--- config.mk ---
export PLATFORM = sky130hd
export DESIGN_NAME = cv_step_sequencer_playback_core
export DESIGN_NICKNAME = d
export VERILOG_FILES = /design/src/design/cvs_pkg.sv /design/src/design/cvs_ram.sv /design/src/design/cvs_front.sv /design/src/design/cvs_modrem.sv /design/src/design/cvs_back.sv /design/src/design/cv_step_sequencer_playback_core.sv
export SDC_FILE = /design/constraint.sdc
export NUM_CORES = 2
export LEC_CHECK = 0
export BUFFER_PORTS_ARGS = -buffer_cell sky130_fd_sc_hd__buf_2
export CORE_ASPECT_RATIO = 0.8
export CORE_MARGIN = 8
export CORE_UTILIZATION = 34
export DETAILED_ROUTE_END_ITERATION = 16
export PLACE_DENSITY = 0.54
export SLEW_MARGIN = 15
export SYNTH_ARGS = -nofsm -noshare
export SYNTH_HDL_FRONTEND = slang
export SYNTH_SLANG_ARGS = --single-unit
--- constraint.sdc ---
create_clock -name i_clk -period 7.4 [get_ports i_clk]
set_input_delay 1.11 -clock i_clk [delete_from_list [all_inputs] [get_ports i_clk]]
set_output_delay 1.11 -clock i_clk [all_outputs]
set_load 0.005 [all_outputs]
--- src/design/cvs_pkg.sv ---
// Shared types and constants of the step sequencer playback core.
// Used by the front end, the back end and the top level; depends on nothing.
package cvs_pkg;

    localparam int IN_DATA_W  = 48;
    localparam int OUT_DATA_W = 24;

    // Operation codes carried in the input tuser.
    localparam logic [1:0] OP_CLOCK = 2'd0;
    localparam logic [1:0] OP_RESET = 2'd1;
    localparam logic [1:0] OP_WRITE = 2'd2;

    // Register indexes on the configuration port.
    localparam logic [2:0] REG_SEQ_LEN    = 3'd0;
    localparam logic [2:0] REG_CLK_DIV    = 3'd1;
    localparam logic [2:0] REG_SLIP_PCT   = 3'd2;
    localparam logic [2:0] REG_DRIFT_PCT  = 3'd3;
    localparam logic [2:0] REG_DRIFT_AMT  = 3'd4;
    localparam logic [2:0] REG_HOLD_OFS   = 3'd5;
    localparam logic [2:0] REG_HOLD_THR   = 3'd6;
    localparam logic [2:0] REG_RESET_MODE = 3'd7;

    localparam logic [6:0]  RST_SEQ_LEN   = 7'd8;
    localparam logic [9:0]  RST_CLK_DIV   = 10'd1;
    localparam logic [9:0]  DIV_COUNT_MAX = 10'h3FF;
    localparam logic [11:0] CV_MAX        = 12'd4095;

    typedef enum logic [1:0] {
        K_CLOCK,
        K_RESET,
        K_WRITE,
        K_NOP
    } t_kind;

    typedef struct packed {
        t_kind       kind;
        logic [6:0]  slip;
        logic [6:0]  chance;
        logic [9:0]  offset;
        logic        mute;
        logic [5:0]  widx;
        logic [11:0] wval;
    } t_item;

    typedef struct packed {
        logic [6:0]  seq_len;
        logic [9:0]  clk_div;
        logic [6:0]  slip_pct;
        logic [6:0]  drift_pct;
        logic [8:0]  drift_amt;
        logic [6:0]  hold_ofs;
        logic [11:0] hold_thr;
        logic        reset_mode;
    } t_cfg;

    typedef struct packed {
        logic        cv_valid;
        logic [11:0] cv_value;
        logic        transpose_clock;
        logic        transpose_reset;
        logic [5:0]  current_step;
    } t_result;

    typedef enum logic [2:0] {
        S_IDLE,
        S_RST_RD,
        S_CLK,
        S_MOD,
        S_GATE,
        S_OUT,
        S_COMMIT
    } t_state;

endpackage

--- src/design/cvs_ram.sv ---
// Generic single-port-write, single-port-read RAM with a registered read.
// Used for the step value and step drift stores; depends on nothing.
module cvs_ram #(
    parameter int WIDTH = 12,
    parameter int DEPTH = 64
) (
    input  logic                     i_clk,
    input  logic                     i_we,
    input  logic [$clog2(DEPTH)-1:0] i_waddr,
    input  logic [WIDTH-1:0]         i_wdata,
    input  logic                     i_re,
    input  logic [$clog2(DEPTH)-1:0] i_raddr,
    output logic [WIDTH-1:0]         o_rdata
);

    logic [WIDTH-1:0] r_mem [DEPTH];
    logic [WIDTH-1:0] r_rdata;

    always_ff @(posedge i_clk) begin
        if (i_we) begin
            r_mem[i_waddr] <= i_wdata;
        end
        if (i_re) begin
            r_rdata <= r_mem[i_raddr];
        end
    end

    assign o_rdata = r_rdata;

endmodule

--- src/design/cvs_front.sv ---
// Front end: accepts input items, classifies them and queues them for the back end.
// Depends on cvs_pkg.
module cvs_front #(
    parameter int MAX_STEPS = 64
) (
    input  logic                          i_clk,
    input  logic                          i_rst_n,
    input  logic                          i_valid,
    output logic                          o_ready,
    input  logic [1:0]                    i_operation,
    input  logic [cvs_pkg::IN_DATA_W-1:0] i_data,
    output logic                          o_q_valid,
    input  logic                          i_q_pop,
    output cvs_pkg::t_item                o_q_item
);
    import cvs_pkg::*;

    localparam int QDEPTH = 2;
    localparam int QW     = $clog2(QDEPTH);

    t_item          r_q [QDEPTH];
    logic [QW-1:0]  r_wr;
    logic [QW-1:0]  r_rd;
    logic [QW:0]    r_cnt;
    t_item          n_item;
    logic           push;
    logic           widx_ok;

    assign o_ready   = (r_cnt != (QW + 1)'(QDEPTH));
    assign push      = i_valid && o_ready;
    assign o_q_valid = (r_cnt != '0);
    assign o_q_item  = r_q[r_rd];

    // A write beyond the store becomes a no-op here and never reaches the store.
    assign widx_ok = ({26'd0, i_data[30:25]} < 32'(MAX_STEPS));

    always_comb begin
        n_item.slip   = i_data[6:0];
        n_item.chance = i_data[13:7];
        n_item.offset = i_data[23:14];
        n_item.mute   = i_data[24];
        n_item.widx   = i_data[30:25];
        n_item.wval   = i_data[42:31];
        unique case (i_operation)
            OP_CLOCK: n_item.kind = K_CLOCK;
            OP_RESET: n_item.kind = K_RESET;
            OP_WRITE: n_item.kind = widx_ok ? K_WRITE : K_NOP;
            default:  n_item.kind = K_NOP;
        endcase
    end

    always_ff @(posedge i_clk) begin
        if (push) begin
            r_q[r_wr] <= n_item;
        end
    end

    always_ff @(posedge i_clk) begin
        if (!i_rst_n) begin
            r_wr  <= '0;
            r_rd  <= '0;
            r_cnt <= '0;
        end else begin
            if (push) begin
                r_wr <= (r_wr == QW'(QDEPTH - 1)) ? '0 : r_wr + 1'b1;
            end
            if (i_q_pop) begin
                r_rd <= (r_rd == QW'(QDEPTH - 1)) ? '0 : r_rd + 1'b1;
            end
            case ({push, i_q_pop})
                2'b10:   r_cnt <= r_cnt + 1'b1;
                2'b01:   r_cnt <= r_cnt - 1'b1;
                default: r_cnt <= r_cnt;
            endcase
        end
    end

endmodule

--- src/design/cvs_modrem.sv ---
// Bit-serial restoring remainder unit, one dividend bit per cycle.
// Used by the back end for the hold look-ahead index; depends on nothing.
module cvs_modrem #(
    parameter int DW = 8,
    parameter int LW = 7
) (
    input  logic          i_clk,
    input  logic          i_rst_n,
    input  logic          i_start,
    input  logic [DW-1:0] i_dividend,
    input  logic [LW-1:0] i_divisor,
    output logic          o_busy,
    output logic [LW-1:0] o_rem
);

    localparam int CW = $clog2(DW + 1);

    logic          r_busy;
    logic [CW-1:0] r_cnt;
    logic [DW-1:0] r_dvd;
    logic [LW-1:0] r_div;
    logic [LW-1:0] r_rem;
    logic [LW:0]   trial;
    logic [LW:0]   diff;
    logic [LW-1:0] n_rem;

    always_comb begin
        trial = {r_rem, r_dvd[DW-1]};
        diff  = trial - {1'b0, r_div};
        n_rem = (trial >= {1'b0, r_div}) ? diff[LW-1:0] : trial[LW-1:0];
    end

    always_ff @(posedge i_clk) begin
        if (!i_rst_n) begin
            r_busy <= 1'b0;
            r_cnt  <= '0;
        end else if (i_start) begin
            r_busy <= 1'b1;
            r_cnt  <= CW'(DW);
        end else if (r_busy) begin
            r_cnt <= r_cnt - 1'b1;
            if (r_cnt == CW'(1)) begin
                r_busy <= 1'b0;
            end
        end
    end

    always_ff @(posedge i_clk) begin
        if (i_start) begin
            r_dvd <= i_dividend;
            r_div <= i_divisor;
            r_rem <= '0;
        end else if (r_busy) begin
            r_dvd <= {r_dvd[DW-2:0], 1'b0};
            r_rem <= n_rem;
        end
    end

    assign o_busy = r_busy;
    assign o_rem  = r_rem;

endmodule

--- src/design/cvs_back.sv ---
// Back end: executes queued items against the step stores and registers the result.
// Depends on cvs_pkg, cvs_ram and cvs_modrem.
module cvs_back #(
    parameter int MAX_STEPS = 64
) (
    input  logic             i_clk,
    input  logic             i_rst_n,
    input  cvs_pkg::t_cfg    i_cfg,
    input  logic             i_q_valid,
    output logic             o_q_pop,
    input  cvs_pkg::t_item   i_q_item,
    output logic             o_valid,
    input  logic             i_ready,
    output cvs_pkg::t_result o_result
);
    import cvs_pkg::*;

    localparam int AW = $clog2(MAX_STEPS);
    localparam int LW = ($clog2(MAX_STEPS + 1) > 7) ? $clog2(MAX_STEPS + 1) : 7;
    localparam int DW = ((AW > 7) ? AW : 7) + 1;

    t_state                r_state;
    t_state                n_state;
    t_item                 r_item;
    logic [AW-1:0]         r_pos;
    logic [9:0]            r_div_cnt;
    logic                  r_pending;
    logic [MAX_STEPS-1:0]  r_vvld;
    logic [MAX_STEPS-1:0]  r_dvld;
    logic                  r_vrd_ok;
    logic                  r_drd_ok;
    logic [AW-1:0]         r_pos_new;
    logic                  r_tclk;
    logic                  r_act;
    logic                  r_drift_on;
    logic                  r_pend_hit;
    logic signed [15:0]    r_drift;
    logic [11:0]           r_cv;
    logic                  r_out_valid;
    t_result               r_out;

    logic                  v_we;
    logic [AW-1:0]         v_waddr;
    logic                  v_re;
    logic [AW-1:0]         v_raddr;
    logic [11:0]           v_rdata;
    logic                  d_we;
    logic                  d_re;
    logic [AW-1:0]         d_raddr;
    logic [15:0]           d_rdata;

    logic                  mod_start;
    logic                  mod_busy;
    logic [LW-1:0]         mod_rem;
    logic [DW-1:0]         mod_dividend;

    logic [LW-1:0]         seq_ext;
    logic [LW-1:0]         eff_len;
    logic [9:0]            div_inc;
    logic                  act;
    logic                  advance;
    logic [LW-1:0]         pos_inc;
    logic [LW-1:0]         pos_step;
    logic [LW-1:0]         pos_fix;
    logic                  wrap;
    logic                  drift_on;
    logic [11:0]           val_eff;
    logic signed [15:0]    drift_eff;
    logic signed [17:0]    drift_sum;
    logic signed [15:0]    drift_sat;
    logic signed [17:0]    cv_sum;
    logic [11:0]           cv_clamp;
    logic                  gate_hit;
    logic                  out_free;
    logic                  commit;
    t_result               res;

    cvs_ram #(.WIDTH(12), .DEPTH(MAX_STEPS)) u_values (
        .i_clk   (i_clk),
        .i_we    (v_we),
        .i_waddr (v_waddr),
        .i_wdata (r_item.wval),
        .i_re    (v_re),
        .i_raddr (v_raddr),
        .o_rdata (v_rdata)
    );

    cvs_ram #(.WIDTH(16), .DEPTH(MAX_STEPS)) u_drift (
        .i_clk   (i_clk),
        .i_we    (d_we),
        .i_waddr (r_pos_new),
        .i_wdata (r_drift),
        .i_re    (d_re),
        .i_raddr (d_raddr),
        .o_rdata (d_rdata)
    );

    cvs_modrem #(.DW(DW), .LW(LW)) u_modrem (
        .i_clk      (i_clk),
        .i_rst_n    (i_rst_n),
        .i_start    (mod_start),
        .i_dividend (mod_dividend),
        .i_divisor  (eff_len),
        .o_busy     (mod_busy),
        .o_rem      (mod_rem)
    );

    // Step arithmetic for a clock pulse that reaches the division count.
    always_comb begin
        seq_ext = LW'(i_cfg.seq_len);
        if (seq_ext == '0) begin
            eff_len = LW'(1);
        end else if (seq_ext > LW'(MAX_STEPS)) begin
            eff_len = LW'(MAX_STEPS);
        end else begin
            eff_len = seq_ext;
        end

        div_inc = (r_div_cnt < DIV_COUNT_MAX) ? r_div_cnt + 10'd1 : r_div_cnt;
        act     = (div_inc >= i_cfg.clk_div);
        advance = (i_cfg.slip_pct == '0) || (r_item.slip > i_cfg.slip_pct);

        pos_inc = LW'(r_pos) + LW'(1);
        wrap    = 1'b0;
        if (advance) begin
            if (pos_inc >= eff_len) begin
                pos_step = '0;
                wrap     = 1'b1;
            end else begin
                pos_step = pos_inc;
            end
        end else begin
            pos_step = LW'(r_pos);
        end
        // A shortened sequence can leave the position past its end.
        pos_fix  = (pos_step >= eff_len) ? '0 : pos_step;
        drift_on = advance && (i_cfg.drift_pct != '0) && (r_item.chance < i_cfg.drift_pct);

        mod_dividend = DW'(AW'(pos_fix)) + DW'(i_cfg.hold_ofs);
    end

    // Store reads: an entry unwritten since reset (drift: or restart) reads as zero.
    always_comb begin
        val_eff   = r_vrd_ok ? v_rdata : '0;
        drift_eff = r_drd_ok ? $signed(d_rdata) : 16'sd0;
        drift_sum = $signed({{2{drift_eff[15]}}, drift_eff})
                  + $signed({8'd0, r_item.offset})
                  - $signed({9'd0, i_cfg.drift_amt});
        if (drift_sum > 18'sd32767) begin
            drift_sat = 16'sh7FFF;
        end else if (drift_sum < -18'sd32768) begin
            drift_sat = 16'sh8000;
        end else begin
            drift_sat = drift_sum[15:0];
        end
        cv_sum = $signed({6'd0, val_eff}) + $signed({{2{r_drift[15]}}, r_drift});
        if (cv_sum < 18'sd0) begin
            cv_clamp = '0;
        end else if (cv_sum > $signed({6'd0, CV_MAX})) begin
            cv_clamp = CV_MAX;
        end else begin
            cv_clamp = cv_sum[11:0];
        end
        gate_hit = (i_cfg.reset_mode == 1'b0) && (val_eff > i_cfg.hold_thr);
    end

    always_comb begin
        res              = '0;
        res.current_step = 6'(r_pos);
        case (r_item.kind)
            K_CLOCK: begin
                if (r_act) begin
                    res.cv_valid        = r_pend_hit && !r_item.mute;
                    res.cv_value        = res.cv_valid ? r_cv : '0;
                    res.transpose_clock = r_tclk;
                    res.current_step    = 6'(r_pos_new);
                end
            end
            K_RESET: begin
                if (i_cfg.reset_mode == 1'b0) begin
                    res.cv_valid        = 1'b1;
                    res.cv_value        = val_eff;
                    res.transpose_reset = 1'b1;
                    res.current_step    = '0;
                end
            end
            default: ;
        endcase
    end

    assign out_free = !r_out_valid || i_ready;
    assign v_we     = commit && (r_item.kind == K_WRITE);
    assign v_waddr  = AW'(r_item.widx);
    assign d_we     = commit && (r_item.kind == K_CLOCK) && r_act && r_drift_on;

    always_ff @(posedge i_clk) begin
        if (!i_rst_n) begin
            r_state <= S_IDLE;
        end else begin
            r_state <= n_state;
        end
    end

    always_comb begin
        n_state   = r_state;
        o_q_pop   = 1'b0;
        v_re      = 1'b0;
        v_raddr   = '0;
        d_re      = 1'b0;
        d_raddr   = '0;
        mod_start = 1'b0;
        commit    = 1'b0;
        unique case (r_state)
            S_IDLE: begin
                if (i_q_valid) begin
                    o_q_pop = 1'b1;
                    unique case (i_q_item.kind)
                        K_CLOCK: n_state = S_CLK;
                        K_RESET: n_state = i_cfg.reset_mode ? S_COMMIT : S_RST_RD;
                        default: n_state = S_COMMIT;
                    endcase
                end
            end
            S_RST_RD: begin
                v_re    = 1'b1;
                n_state = S_COMMIT;
            end
            S_CLK: begin
                if (act) begin
                    d_re      = 1'b1;
                    d_raddr   = AW'(pos_fix);
                    mod_start = 1'b1;
                    n_state   = S_MOD;
                end else begin
                    n_state = S_COMMIT;
                end
            end
            S_MOD: begin
                if (!mod_busy) begin
                    v_re    = 1'b1;
                    v_raddr = AW'(mod_rem);
                    n_state = S_GATE;
                end
            end
            S_GATE: begin
                v_re    = 1'b1;
                v_raddr = r_pos_new;
                n_state = S_OUT;
            end
            S_OUT: begin
                n_state = S_COMMIT;
            end
            S_COMMIT: begin
                if (out_free) begin
                    commit  = 1'b1;
                    n_state = S_IDLE;
                end
            end
            default: n_state = S_IDLE;
        endcase
    end

    always_ff @(posedge i_clk) begin
        if (o_q_pop) begin
            r_item <= i_q_item;
        end
        if (v_re) begin
            r_vrd_ok <= r_vvld[v_raddr];
        end
        if (d_re) begin
            r_drd_ok <= r_dvld[d_raddr];
        end
        if (r_state == S_CLK) begin
            r_act      <= act;
            r_pos_new  <= AW'(pos_fix);
            r_tclk     <= wrap;
            r_drift_on <= drift_on;
        end
        if ((r_state == S_MOD) && !mod_busy) begin
            r_drift <= r_drift_on ? drift_sat : drift_eff;
        end
        if (r_state == S_GATE) begin
            r_pend_hit <= r_pending || gate_hit;
        end
        if (r_state == S_OUT) begin
            r_cv <= cv_clamp;
        end
        if (commit) begin
            r_out <= res;
        end
    end

    always_ff @(posedge i_clk) begin
        if (!i_rst_n) begin
            r_pos       <= '0;
            r_div_cnt   <= '0;
            r_pending   <= 1'b0;
            r_vvld      <= '0;
            r_dvld      <= '0;
            r_out_valid <= 1'b0;
        end else begin
            if (commit) begin
                r_out_valid <= 1'b1;
            end else if (i_ready) begin
                r_out_valid <= 1'b0;
            end
            if (commit) begin
                case (r_item.kind)
                    K_CLOCK: begin
                        r_div_cnt <= r_act ? '0 : div_inc;
                        if (r_act) begin
                            // Any pending sample is consumed by a counted pulse.
                            r_pos     <= r_pos_new;
                            r_pending <= 1'b0;
                            if (r_drift_on) begin
                                r_dvld[r_pos_new] <= 1'b1;
                            end
                        end
                    end
                    K_RESET: begin
                        if (i_cfg.reset_mode == 1'b0) begin
                            r_pos  <= '0;
                            r_dvld <= '0;
                        end else begin
                            r_pending <= 1'b1;
                        end
                    end
                    K_WRITE: r_vvld[v_waddr] <= 1'b1;
                    default: ;
                endcase
            end
        end
    end

    assign o_valid  = r_out_valid;
    assign o_result = r_out;

endmodule

--- src/design/cv_step_sequencer_playback_core.sv ---
// Step sequencer playback core: top level with the configuration registers, built from
// cvs_front, cvs_back (with cvs_ram and cvs_modrem) and cvs_pkg. Every input item
// (clock pulse, reset pulse or step value write) gives exactly one result item. The front
// end queues up to two items, so input is taken while the back end works and while a
// result waits in the output register. A counted clock pulse takes longest in the back
// end, as it waits for the bit-serial remainder unit that finds the hold look-ahead
// step. The user must write the registers only while the core is idle; the block itself
// does not enforce it.
module cv_step_sequencer_playback_core #(
    parameter int MAX_STEPS = 64
) (
    input  logic                           i_clk,
    input  logic                           i_rst_n,
    input  logic                           i_s_axis_tvalid,
    output logic                           o_s_axis_tready,
    // [6:0] slip_draw, [13:7] drift_chance_draw, [23:14] drift_offset_draw,
    // [24] mute_output, [30:25] write_index, [42:31] write_value, [47:43] zero
    input  logic [cvs_pkg::IN_DATA_W-1:0]  i_s_axis_tdata,
    // [1:0] operation
    input  logic [1:0]                     i_s_axis_tuser,
    output logic                           o_m_axis_tvalid,
    input  logic                           i_m_axis_tready,
    // [11:0] cv_value, [12] transpose_clock, [13] transpose_reset,
    // [19:14] current_step, [23:20] zero
    output logic [cvs_pkg::OUT_DATA_W-1:0] o_m_axis_tdata,
    // [0] cv_valid
    output logic                           o_m_axis_tuser,
    input  logic                           psel,
    input  logic                           penable,
    input  logic                           pwrite,
    input  logic [4:0]                     paddr,
    input  logic [31:0]                    pwdata,
    output logic [31:0]                    prdata,
    output logic                           pready
);
    import cvs_pkg::*;

    t_cfg    r_cfg;
    logic    cfg_wr;
    logic    q_valid;
    logic    q_pop;
    t_item   q_item;
    t_result result;

    assign pready = 1'b1;
    assign cfg_wr = psel && penable && pwrite && pready;

    always_ff @(posedge i_clk) begin
        if (!i_rst_n) begin
            r_cfg.seq_len    <= RST_SEQ_LEN;
            r_cfg.clk_div    <= RST_CLK_DIV;
            r_cfg.slip_pct   <= '0;
            r_cfg.drift_pct  <= '0;
            r_cfg.drift_amt  <= '0;
            r_cfg.hold_ofs   <= '0;
            r_cfg.hold_thr   <= '0;
            r_cfg.reset_mode <= 1'b0;
        end else if (cfg_wr) begin
            unique case (paddr[4:2])
                REG_SEQ_LEN:    r_cfg.seq_len    <= pwdata[6:0];
                REG_CLK_DIV:    r_cfg.clk_div    <= pwdata[9:0];
                REG_SLIP_PCT:   r_cfg.slip_pct   <= pwdata[6:0];
                REG_DRIFT_PCT:  r_cfg.drift_pct  <= pwdata[6:0];
                REG_DRIFT_AMT:  r_cfg.drift_amt  <= pwdata[8:0];
                REG_HOLD_OFS:   r_cfg.hold_ofs   <= pwdata[6:0];
                REG_HOLD_THR:   r_cfg.hold_thr   <= pwdata[11:0];
                REG_RESET_MODE: r_cfg.reset_mode <= pwdata[0];
                default: ;
            endcase
        end
    end

    always_comb begin
        unique case (paddr[4:2])
            REG_SEQ_LEN:    prdata = {25'd0, r_cfg.seq_len};
            REG_CLK_DIV:    prdata = {22'd0, r_cfg.clk_div};
            REG_SLIP_PCT:   prdata = {25'd0, r_cfg.slip_pct};
            REG_DRIFT_PCT:  prdata = {25'd0, r_cfg.drift_pct};
            REG_DRIFT_AMT:  prdata = {23'd0, r_cfg.drift_amt};
            REG_HOLD_OFS:   prdata = {25'd0, r_cfg.hold_ofs};
            REG_HOLD_THR:   prdata = {20'd0, r_cfg.hold_thr};
            REG_RESET_MODE: prdata = {31'd0, r_cfg.reset_mode};
            default:        prdata = '0;
        endcase
    end

    cvs_front #(.MAX_STEPS(MAX_STEPS)) u_front (
        .i_clk       (i_clk),
        .i_rst_n     (i_rst_n),
        .i_valid     (i_s_axis_tvalid),
        .o_ready     (o_s_axis_tready),
        .i_operation (i_s_axis_tuser),
        .i_data      (i_s_axis_tdata),
        .o_q_valid   (q_valid),
        .i_q_pop     (q_pop),
        .o_q_item    (q_item)
    );

    cvs_back #(.MAX_STEPS(MAX_STEPS)) u_back (
        .i_clk     (i_clk),
        .i_rst_n   (i_rst_n),
        .i_cfg     (r_cfg),
        .i_q_valid (q_valid),
        .o_q_pop   (q_pop),
        .i_q_item  (q_item),
        .o_valid   (o_m_axis_tvalid),
        .i_ready   (i_m_axis_tready),
        .o_result  (result)
    );

    assign o_m_axis_tdata = {4'd0, result.current_step, result.transpose_reset,
                             result.transpose_clock, result.cv_value};
    assign o_m_axis_tuser = result.cv_valid;

endmodule

; Word level (Yosys, flattened, before mapping)
; Memories as Yosys holds them, arrays and structs flattened. A register that Yosys moved wholly into a read port is not among the register bits.
; Index checks and enable logic that the tools add are counted.
[totals]
reg_bits = 346
ramBits = 1882
input_bits = 94
out_inout_bits = 60
word_cells = 243
memories = 3
[memory_table]
columns = memory, depth, width, rd, rd_clocked_by_memory_dff, write_ports, line
row1 = u_back.u_drift.r_mem, 64, 16, 1, 1, 1, cvs_ram.sv:16  ; logic [WIDTH-1:0] r_mem [DEPTH];
row2 = u_back.u_values.r_mem, 64, 12, 1, 1, 1, cvs_ram.sv:16
row3 = u_front.r_q, 2, 45, 1, 1, 1, cvs_front.sv:21  ; t_item r_q [QDEPTH];
[classes]
addsub = 12
n_lt_le_gt_ge = 19
eq_ne = 29
mux = 80
bitwise = 4
reduce_logical = 51
[ops]
columns = operator, n
row1 = case mux 32 bit (8 select lines), 1
row2 = 2-to-1 mux 64 bit, 3
row3 = OR 64 bit, 2
row4 = case mux 64 bit (2 select lines), 1
row5 = 2-to-1 mux 16 bit, 4
row6 = 2-to-1 mux 7 bit, 6
row7 = 2-to-1 mux 12 bit, 3
row8 = 2-to-1 mux 6 bit, 6
row9 = case mux 6 bit (2 select lines), 3
row10 = 2-to-1 mux 1 bit, 29
row11 = < comparator 6 x 7 -> 1 bit (second input constant), 4
row12 = case mux 13 bit (2 select lines), 1
row13 = AND reduction 2 bit, 11
row14 = equality test 3 bit (second input constant), 7
row15 = 2-to-1 mux 10 bit, 2
row16 = greater-than comparator 18 x 13 -> 1 bit (second input constant), 1
row17 = greater-than comparator 18 x 16 -> 1 bit (second input constant), 1
row18 = < comparator 18 x 1 -> 1 bit (second input constant), 1
row19 = < comparator 18 x 16 -> 1 bit (second input constant), 1
row20 = case mux 3 bit (6 select lines), 1
row21 = subtractor 18 x 10 -> 18 bit, 1
row22 = adder 13 x 16 -> 17 bit, 1
row23 = adder 16 x 11 -> 17 bit, 1
row24 = 2-to-1 mux 8 bit, 2
row25 = other kinds (47), 102

; Longest topological paths before layout
[logic_depth]
word_depth = 12
ltp_mapped = 31
mapped_depth_nobuf = 27

; Cells and area by module
; A second synthesis with hierarchy kept.
[unflattened]
cells_unflattened = 5392
area_unflattened_um2 = 92672.6
[by_module_without_submodules]
columns = module, instances, cells_per_inst, area_each_um2, seq_area_each_um2
row1 = cvs_ram (u_back.u_drift), 1, 1829, 40199.8, 31230.0
row2 = cvs_ram (u_back.u_values), 1, 1339, 29971.2, 23422.5
row3 = cvs_back, 1, 1576, 14487.6, 6165.9
row4 = cvs_front, 1, 165, 3469.6, 2802.7
row5 = cv_step_sequencer_playback_core, 1, 338, 3007.9, 1201.2
row6 = cvs_modrem, 1, 145, 1536.5, 690.7

; Worst setup path after synthesis
; No wires, ideal clock.
[synth_path]
path_kind = register -> register
startpoint = reg u_back.r_state[2]
endpoint = reg u_front.r_cnt[1]
setup_time_ps = 76
arrival_ps = 6350
t_required_ps = 7324
slack_ps = 975
stages_incl_launch_ff = 6
path_buffers = 1
synth_period_minus_slack_ps = 6425
cell_sequence = dfxtp_1 > buf_2 > nor4_1 > ha_1 > or3_1 > a21boi_0
[synth_via]
elab_chain_len = 4
elab_cells_between_ends = 6
cone_classes = 2 x eq/ne / 2 x mux / 2 x reduce/logical
[synth_lines]
columns = element, line
row1 = from (decl), cvs_back.sv:22  ; t_state r_state;
row2 = from (signal assigned), cvs_back.sv:200  ; r_state <= n_state;
row3 = zero test 3 bit (*), cvs_back.sv:213  ; unique case (r_state)
row4 = 2-to-1 mux 1 bit (*), cvs_back.sv:213
row5 = via q_pop, cv_step_sequencer_playback_core.sv:41  ; logic q_pop;
row6 = equality test 2 x 1 -> 1 bit / equality test 2 bit (equally long branches), cvs_front.sv:70  ; case ({push, i_q_pop})
row7 = case mux 2 bit (2 select lines) / nonzero test 2 bit (equally long branches), -
row8 = to (signal assigned), cvs_front.sv:71  ; 2'b10: r_cnt <= r_cnt + 1'b1;
row9 = to (signal assigned), cvs_front.sv:72  ; 2'b01: r_cnt <= r_cnt - 1'b1;
row10 = to (signal assigned), cvs_front.sv:73  ; default: r_cnt <= r_cnt;
row11 = to (decl), cvs_front.sv:24  ; logic [QW:0] r_cnt;
; The timed path passes the listed nets; every way through them passes the cells marked *.
; A chain may end at the register's enable or synchronous reset.

; Worst setup path after layout
[layout_path]
startpoint = reg u_back.r_pos[0]
endpoint = reg u_back.u_drift.r_rdata[14], in the netlist u_back.u_drift.o_rdata[14] (read register of u_back.u_drift.r_mem), data pin
[layout_via]
elab_chain_len = 8
[layout_lines]
columns = element, line
row1 = from (decl), cvs_back.sv:25  ; logic [AW-1:0] r_pos;
row2 = from (signal assigned), cvs_back.sv:313  ; r_pos <= r_pos_new;
row3 = adder 6 x 1 -> 7 bit, cvs_back.sv:123  ; pos_inc = LW'(r_pos) + LW'(1);
row4 = >= comparator 7 bit, cvs_back.sv:126  ; if (pos_inc >= eff_len) begin
row5 = 2-to-1 mux 7 bit, cvs_back.sv:126
row6 = 2-to-1 mux 7 bit (*), cvs_back.sv:125  ; if (advance) begin
row7 = >= comparator 7 bit, cvs_back.sv:136  ; pos_fix = (pos_step >= eff_len) ? '0 : pos_step;
row8 = 2-to-1 mux 6 bit (*), cvs_back.sv:136
row9 = 2-to-1 mux 6 bit (*), cvs_back.sv:229  ; if (act) begin
row10 = 2-to-1 mux 6 bit (*), cvs_back.sv:213
row11 = to (decl), cvs_ram.sv:17  ; logic [WIDTH-1:0] r_rdata;
; Mark *: on every way between the ends. The rest lies on a longest branch, timed or not.

==> summary.md <==
| Metric | Value |
|---|---|
| Run status | `finished, final reports clean` |
| Share of layout cells above drive strength 1 | `11.23%` |
| Library cell with the largest summed area after synthesis | `sky130_fd_sc_hd__edfxtp_1` |
| DRC violations left | `0` |
| Post-route antenna net violation count | `0` |
| Number of enable flip-flop cells after synthesis | `between 2000 and 2500` |
| Overflow left after global routing | `0` |
| Global placer's final weighted congestion | `roughly 0.86` |
| Most area-consuming cells after synthesis | `sky130_fd_sc_hd__edfxtp_1, sky130_fd_sc_hd__nand2_1, sky130_fd_sc_hd__dfxtp_1, sky130_fd_sc_hd__a311oi_1, sky130_fd_sc_hd__nand3_1` |
| Number of setup violations in the final report | `0` |
| Startpoint-to-endpoint class of the critical path | `reg -> reg` |
| Worst min-delay path class | `in -> reg` |
| Commonest register cell after synthesis | `sky130_fd_sc_hd__edfxtp_1` |
| Overall die area | `293100 um2` |
| Vertical extent of the die | `485.8 um` |
| Synth Cell Area | `between 90000 and 100000 um2` |
| Average cell area after synthesis | `12.62 um2` |
| Post-synthesis sequential area ratio | `between 60 and 70%` |
| Number of global-route vias before repair | `a little under 60000` |
| Insertion delay of the later-clocked pin in the worst-skew pair | `between 0.8 and 0.9 ns` |
| Required time worst endpoint | `around 8.0 ns` |
| Design Area, Final | `~110000 um2` |
| Skew final | `around 0.063 ns` |
| Wirelength per Cell | `around 25 um` |
| Ratio of routed vias to standard cells | `~5.5` |
| Antenna violations before repair | `8` |
| Count of cells resized by post-cts repair | `0` |
| Count of TritonRoute iterations in the first routing pass | `8` |
| Hold Vio Cnt, Final | `0` |
| Max Clk Rate | `around 0.14 GHz` |
| Pins over their slew limit | `0` |
| Worst Setup End Kind | `register` |
| Worst hold slack | `0.4307 ns` |
| Crit path max-delay cell type | `sky130_fd_sc_hd__nor4_1` |
| Setup repair bufs after CTS | `0` |
| Peak supply drop | `about 0.32 mV` |
| Fin nets | `7751` |
| Power density over the cells | `~320 nW/um2` |
| Via Count | `62480` |
| Area growth, synth to finish | `13.70%` |
| Gate Count Post-Synth | `7432` |
| Width of the die | `around 600 um` |
| Htree depth | `4` |
| Floorplan core area | `274600 um2` |
| P_leak | `roughly 36 nW` |
| FP Rows | `roughly 170` |
| CTS root buffer | `sky130_fd_sc_hd__clkbuf_16` |
| Top cell type's share of synthesized area | `65.02%` |
| Maximum number of pins on one net before global-route repair | `roughly 140` |
| Relative slew slack | `between 15 and 20%` |
| Number of instances in the placed design | `~11000` |
| Flop and latch count out of synthesis | `2257` |
| Transition at the pin with the smallest max-transition slack | `1.255 ns` |
| Num CTS Buffers | `around 220` |
| Quantity of hold-fixing buffers added after cts | `0` |
| Proportion of synthesized flip-flops having asynchronous set or reset | `0%` |
| Max Buffers Root-to-Sink | `4` |
| CTS tree | `done` |
| # clock sinks | `between 2000 and 2500` |
| # port buffers | `slightly above 100` |
| Setup repair after global routing missed its margin | `no` |
| Non-filler cells in the finished layout | `11390` |
| PnR Total Power | `between 30 and 40 mW` |
| Half-perimeter wire length after placement | `~170000 um` |
| Biggest fanout along the worst timing path | `52` |
| Setup crit start kind | `register` |
| YS warnings | `0` |
| Clock Pin Slew Worst Setup and Hold Paths | `about 0.07 ns` |
| Number of ports placed on the die boundary | `around 150` |
| First-pass GRT wire length | `412000 um` |
| Initial core utilization | `between 30 and 40%` |
| Period utilisation layout | `95.22%` |
| Highest cell delay on the worst timing path | `around 0.90 ns` |
| Number of different library cells in the post-synthesis netlist | `92` |
| Placed cell areas | `about 100000 um2` |
| Setup Total Neg Slack | `0 ns` |
| Worst Path Arrival | `approximately 7.7 ns` |
| Count of maximum capacitance violations | `0` |
| Drt first-iter violations | `between 6000 and 7000` |
| Min Clock Period, post-route | `between 7 and 8 ns` |
| Gr usage total | `a little under a fifth` |
| Wire length reported by the detailed router | `283100 um` |
per-layer routing:
metal,GRT usage [%],part of all wire [%],up-vias,routed length (um)
met5,0,0,-,0
met2,29.17,45,2565,128000
met4,4.997,2.7,0,7570
met1,26.48,44,31550,123900
li1,-,-,27950,-
met3,3.242,8.4,418,23690
cell usage in the layout, fill, tap and decap left out, drive strengths merged, types with 107 or more instances in the layout:
master and instances:
clkbuf 284, nor2 374, a211oi 111, dfxtp 226
and3 200, nor3 164, a311oi 224, edfxtp 2031
or3 107, a31oi 130, o21ai 204, nand3 373
nand2 1429, a21oi 297, buf 402, mux2i 116
kinds of logic (layout without fill, tap and decap cells):
kind of cell | Yosys count | in the layout | share of synthesized area [%]
AND/OR/NAND/NOR | 2877 | 2877 | 13.75
flip-flops | 2257 | 2257 | 69.84
AO/OA/AOI/OAI | 1345 | 1345 | 9.799
buffers and inverters | 623 | 890 | 2.721
multiplexers | 170 | 170 | 1.958
adder cells (fa/ha/maj) | 104 | 104 | 1.419
XOR/XNOR | 54 | 54 | 0.5042
other | 2 | 35 | 0.008006
where the power goes:
part / switching, mW / total, mW / internal [mW] / leakage, nW
sequential: 0.331 / 15.3 / 15.0 / 20.1
combinational: 5.33 / 7.63 / 2.31 / 12.4
clock: 4.80 / 11.1 / 6.25 / 3.40
cell usage after synthesis, drive strengths merged, types with 16 or more instances:
cell	instances
a211oi	111
a21o	34
a21oi	297
a22o	16
a22oi	33
a311oi	224
a31oi	130
and2	34
and3	200
buf	150
clkbuf	369
dfxtp	226
edfxtp	2031
ha	96
inv	100
mux2	48
mux2i	116
nand2	1429
nand2b	25
nand3	373
nor2	374
nor2b	95
nor3	164
nor4	32
o211ai	63
o21a	76
o21ai	204
o221ai	24
o22ai	31
or3	107
xnor2	40
metrics by stage:
step	setup slack, ns	utilization [%]
global placement	0.1049	36.28
detailed placement	0.2496	36.28
CTS	0.2195	38.80
floorplan	0.9748	-
global route	0.03618	38.83
finish	0.3534	38.84
layout make-up:
class / instances / area (um2)
timing repair buffer: 402 / 3126
clock buffer: 284 / 5978
antenna: 10 / 25.02
tap: 3654 / 4572
multi-input combinational: 4575 / 26100
fill: 25940 / 168000
sequential: 2257 / 65510
clock inverter: 102 / 943.4
inverter: 102 / 392.9
registers in the layout (all words and copies together), names as in the netlist, 8 cells and up, named ones only:
| name | count |
|---|---|
| u_back.r_item | 39 |
| u_back.r_div_cnt | 10 |
| u_back.o_result | 21 |
| u_back.r_vvld | 64 |
| u_back.r_drift | 16 |
| u_back.u_drift.r_mem | 1024 |
| u_back.u_values.o_rdata | 12 |
| u_back.u_drift.o_rdata | 16 |
| u_back.r_cv | 12 |
| u_front.r_q | 90 |
| r_cfg | 60 |
| u_back.u_values.r_mem | 768 |
| u_back.u_modrem.r_dvd | 8 |
| u_back.r_dvld | 64 |
final timing paths:
check	start	end	slack (ns)	depth (start not counted)
worst min-delay path	i_s_axis_tdata[10]	u_front.r_q[1][32]$_DFFE_PP_	0.43	1
worst min register to register	u_back.r_vvld[43]$_SDFFE_PN0P_	u_back.r_vvld[43]$_SDFFE_PN0P_	0.46	1
worst max register to register	u_back.r_pos[0]$_SDFFE_PN0P_	u_back.u_drift.o_rdata[14]$_DFFE_PP_	0.35	28
worst max-delay path	u_back.r_pos[0]$_SDFFE_PN0P_	u_back.u_drift.o_rdata[14]$_DFFE_PP_	0.35	28
worst max-delay path: cells and delay by family, from the launching register on:
family / cells / cell delay, ns
AOI/OAI and AO/OA: 9 / 1.75
buffers and inverters: 8 / 1.41
and+or+nand+nor: 7 / 2.01
xor gates and xnor gates: 1 / 0.22
adders and majority gates: 3 / 0.87
DFF: 1 / 0.48
No activity file was read; power rests on OpenSTA's default activity.
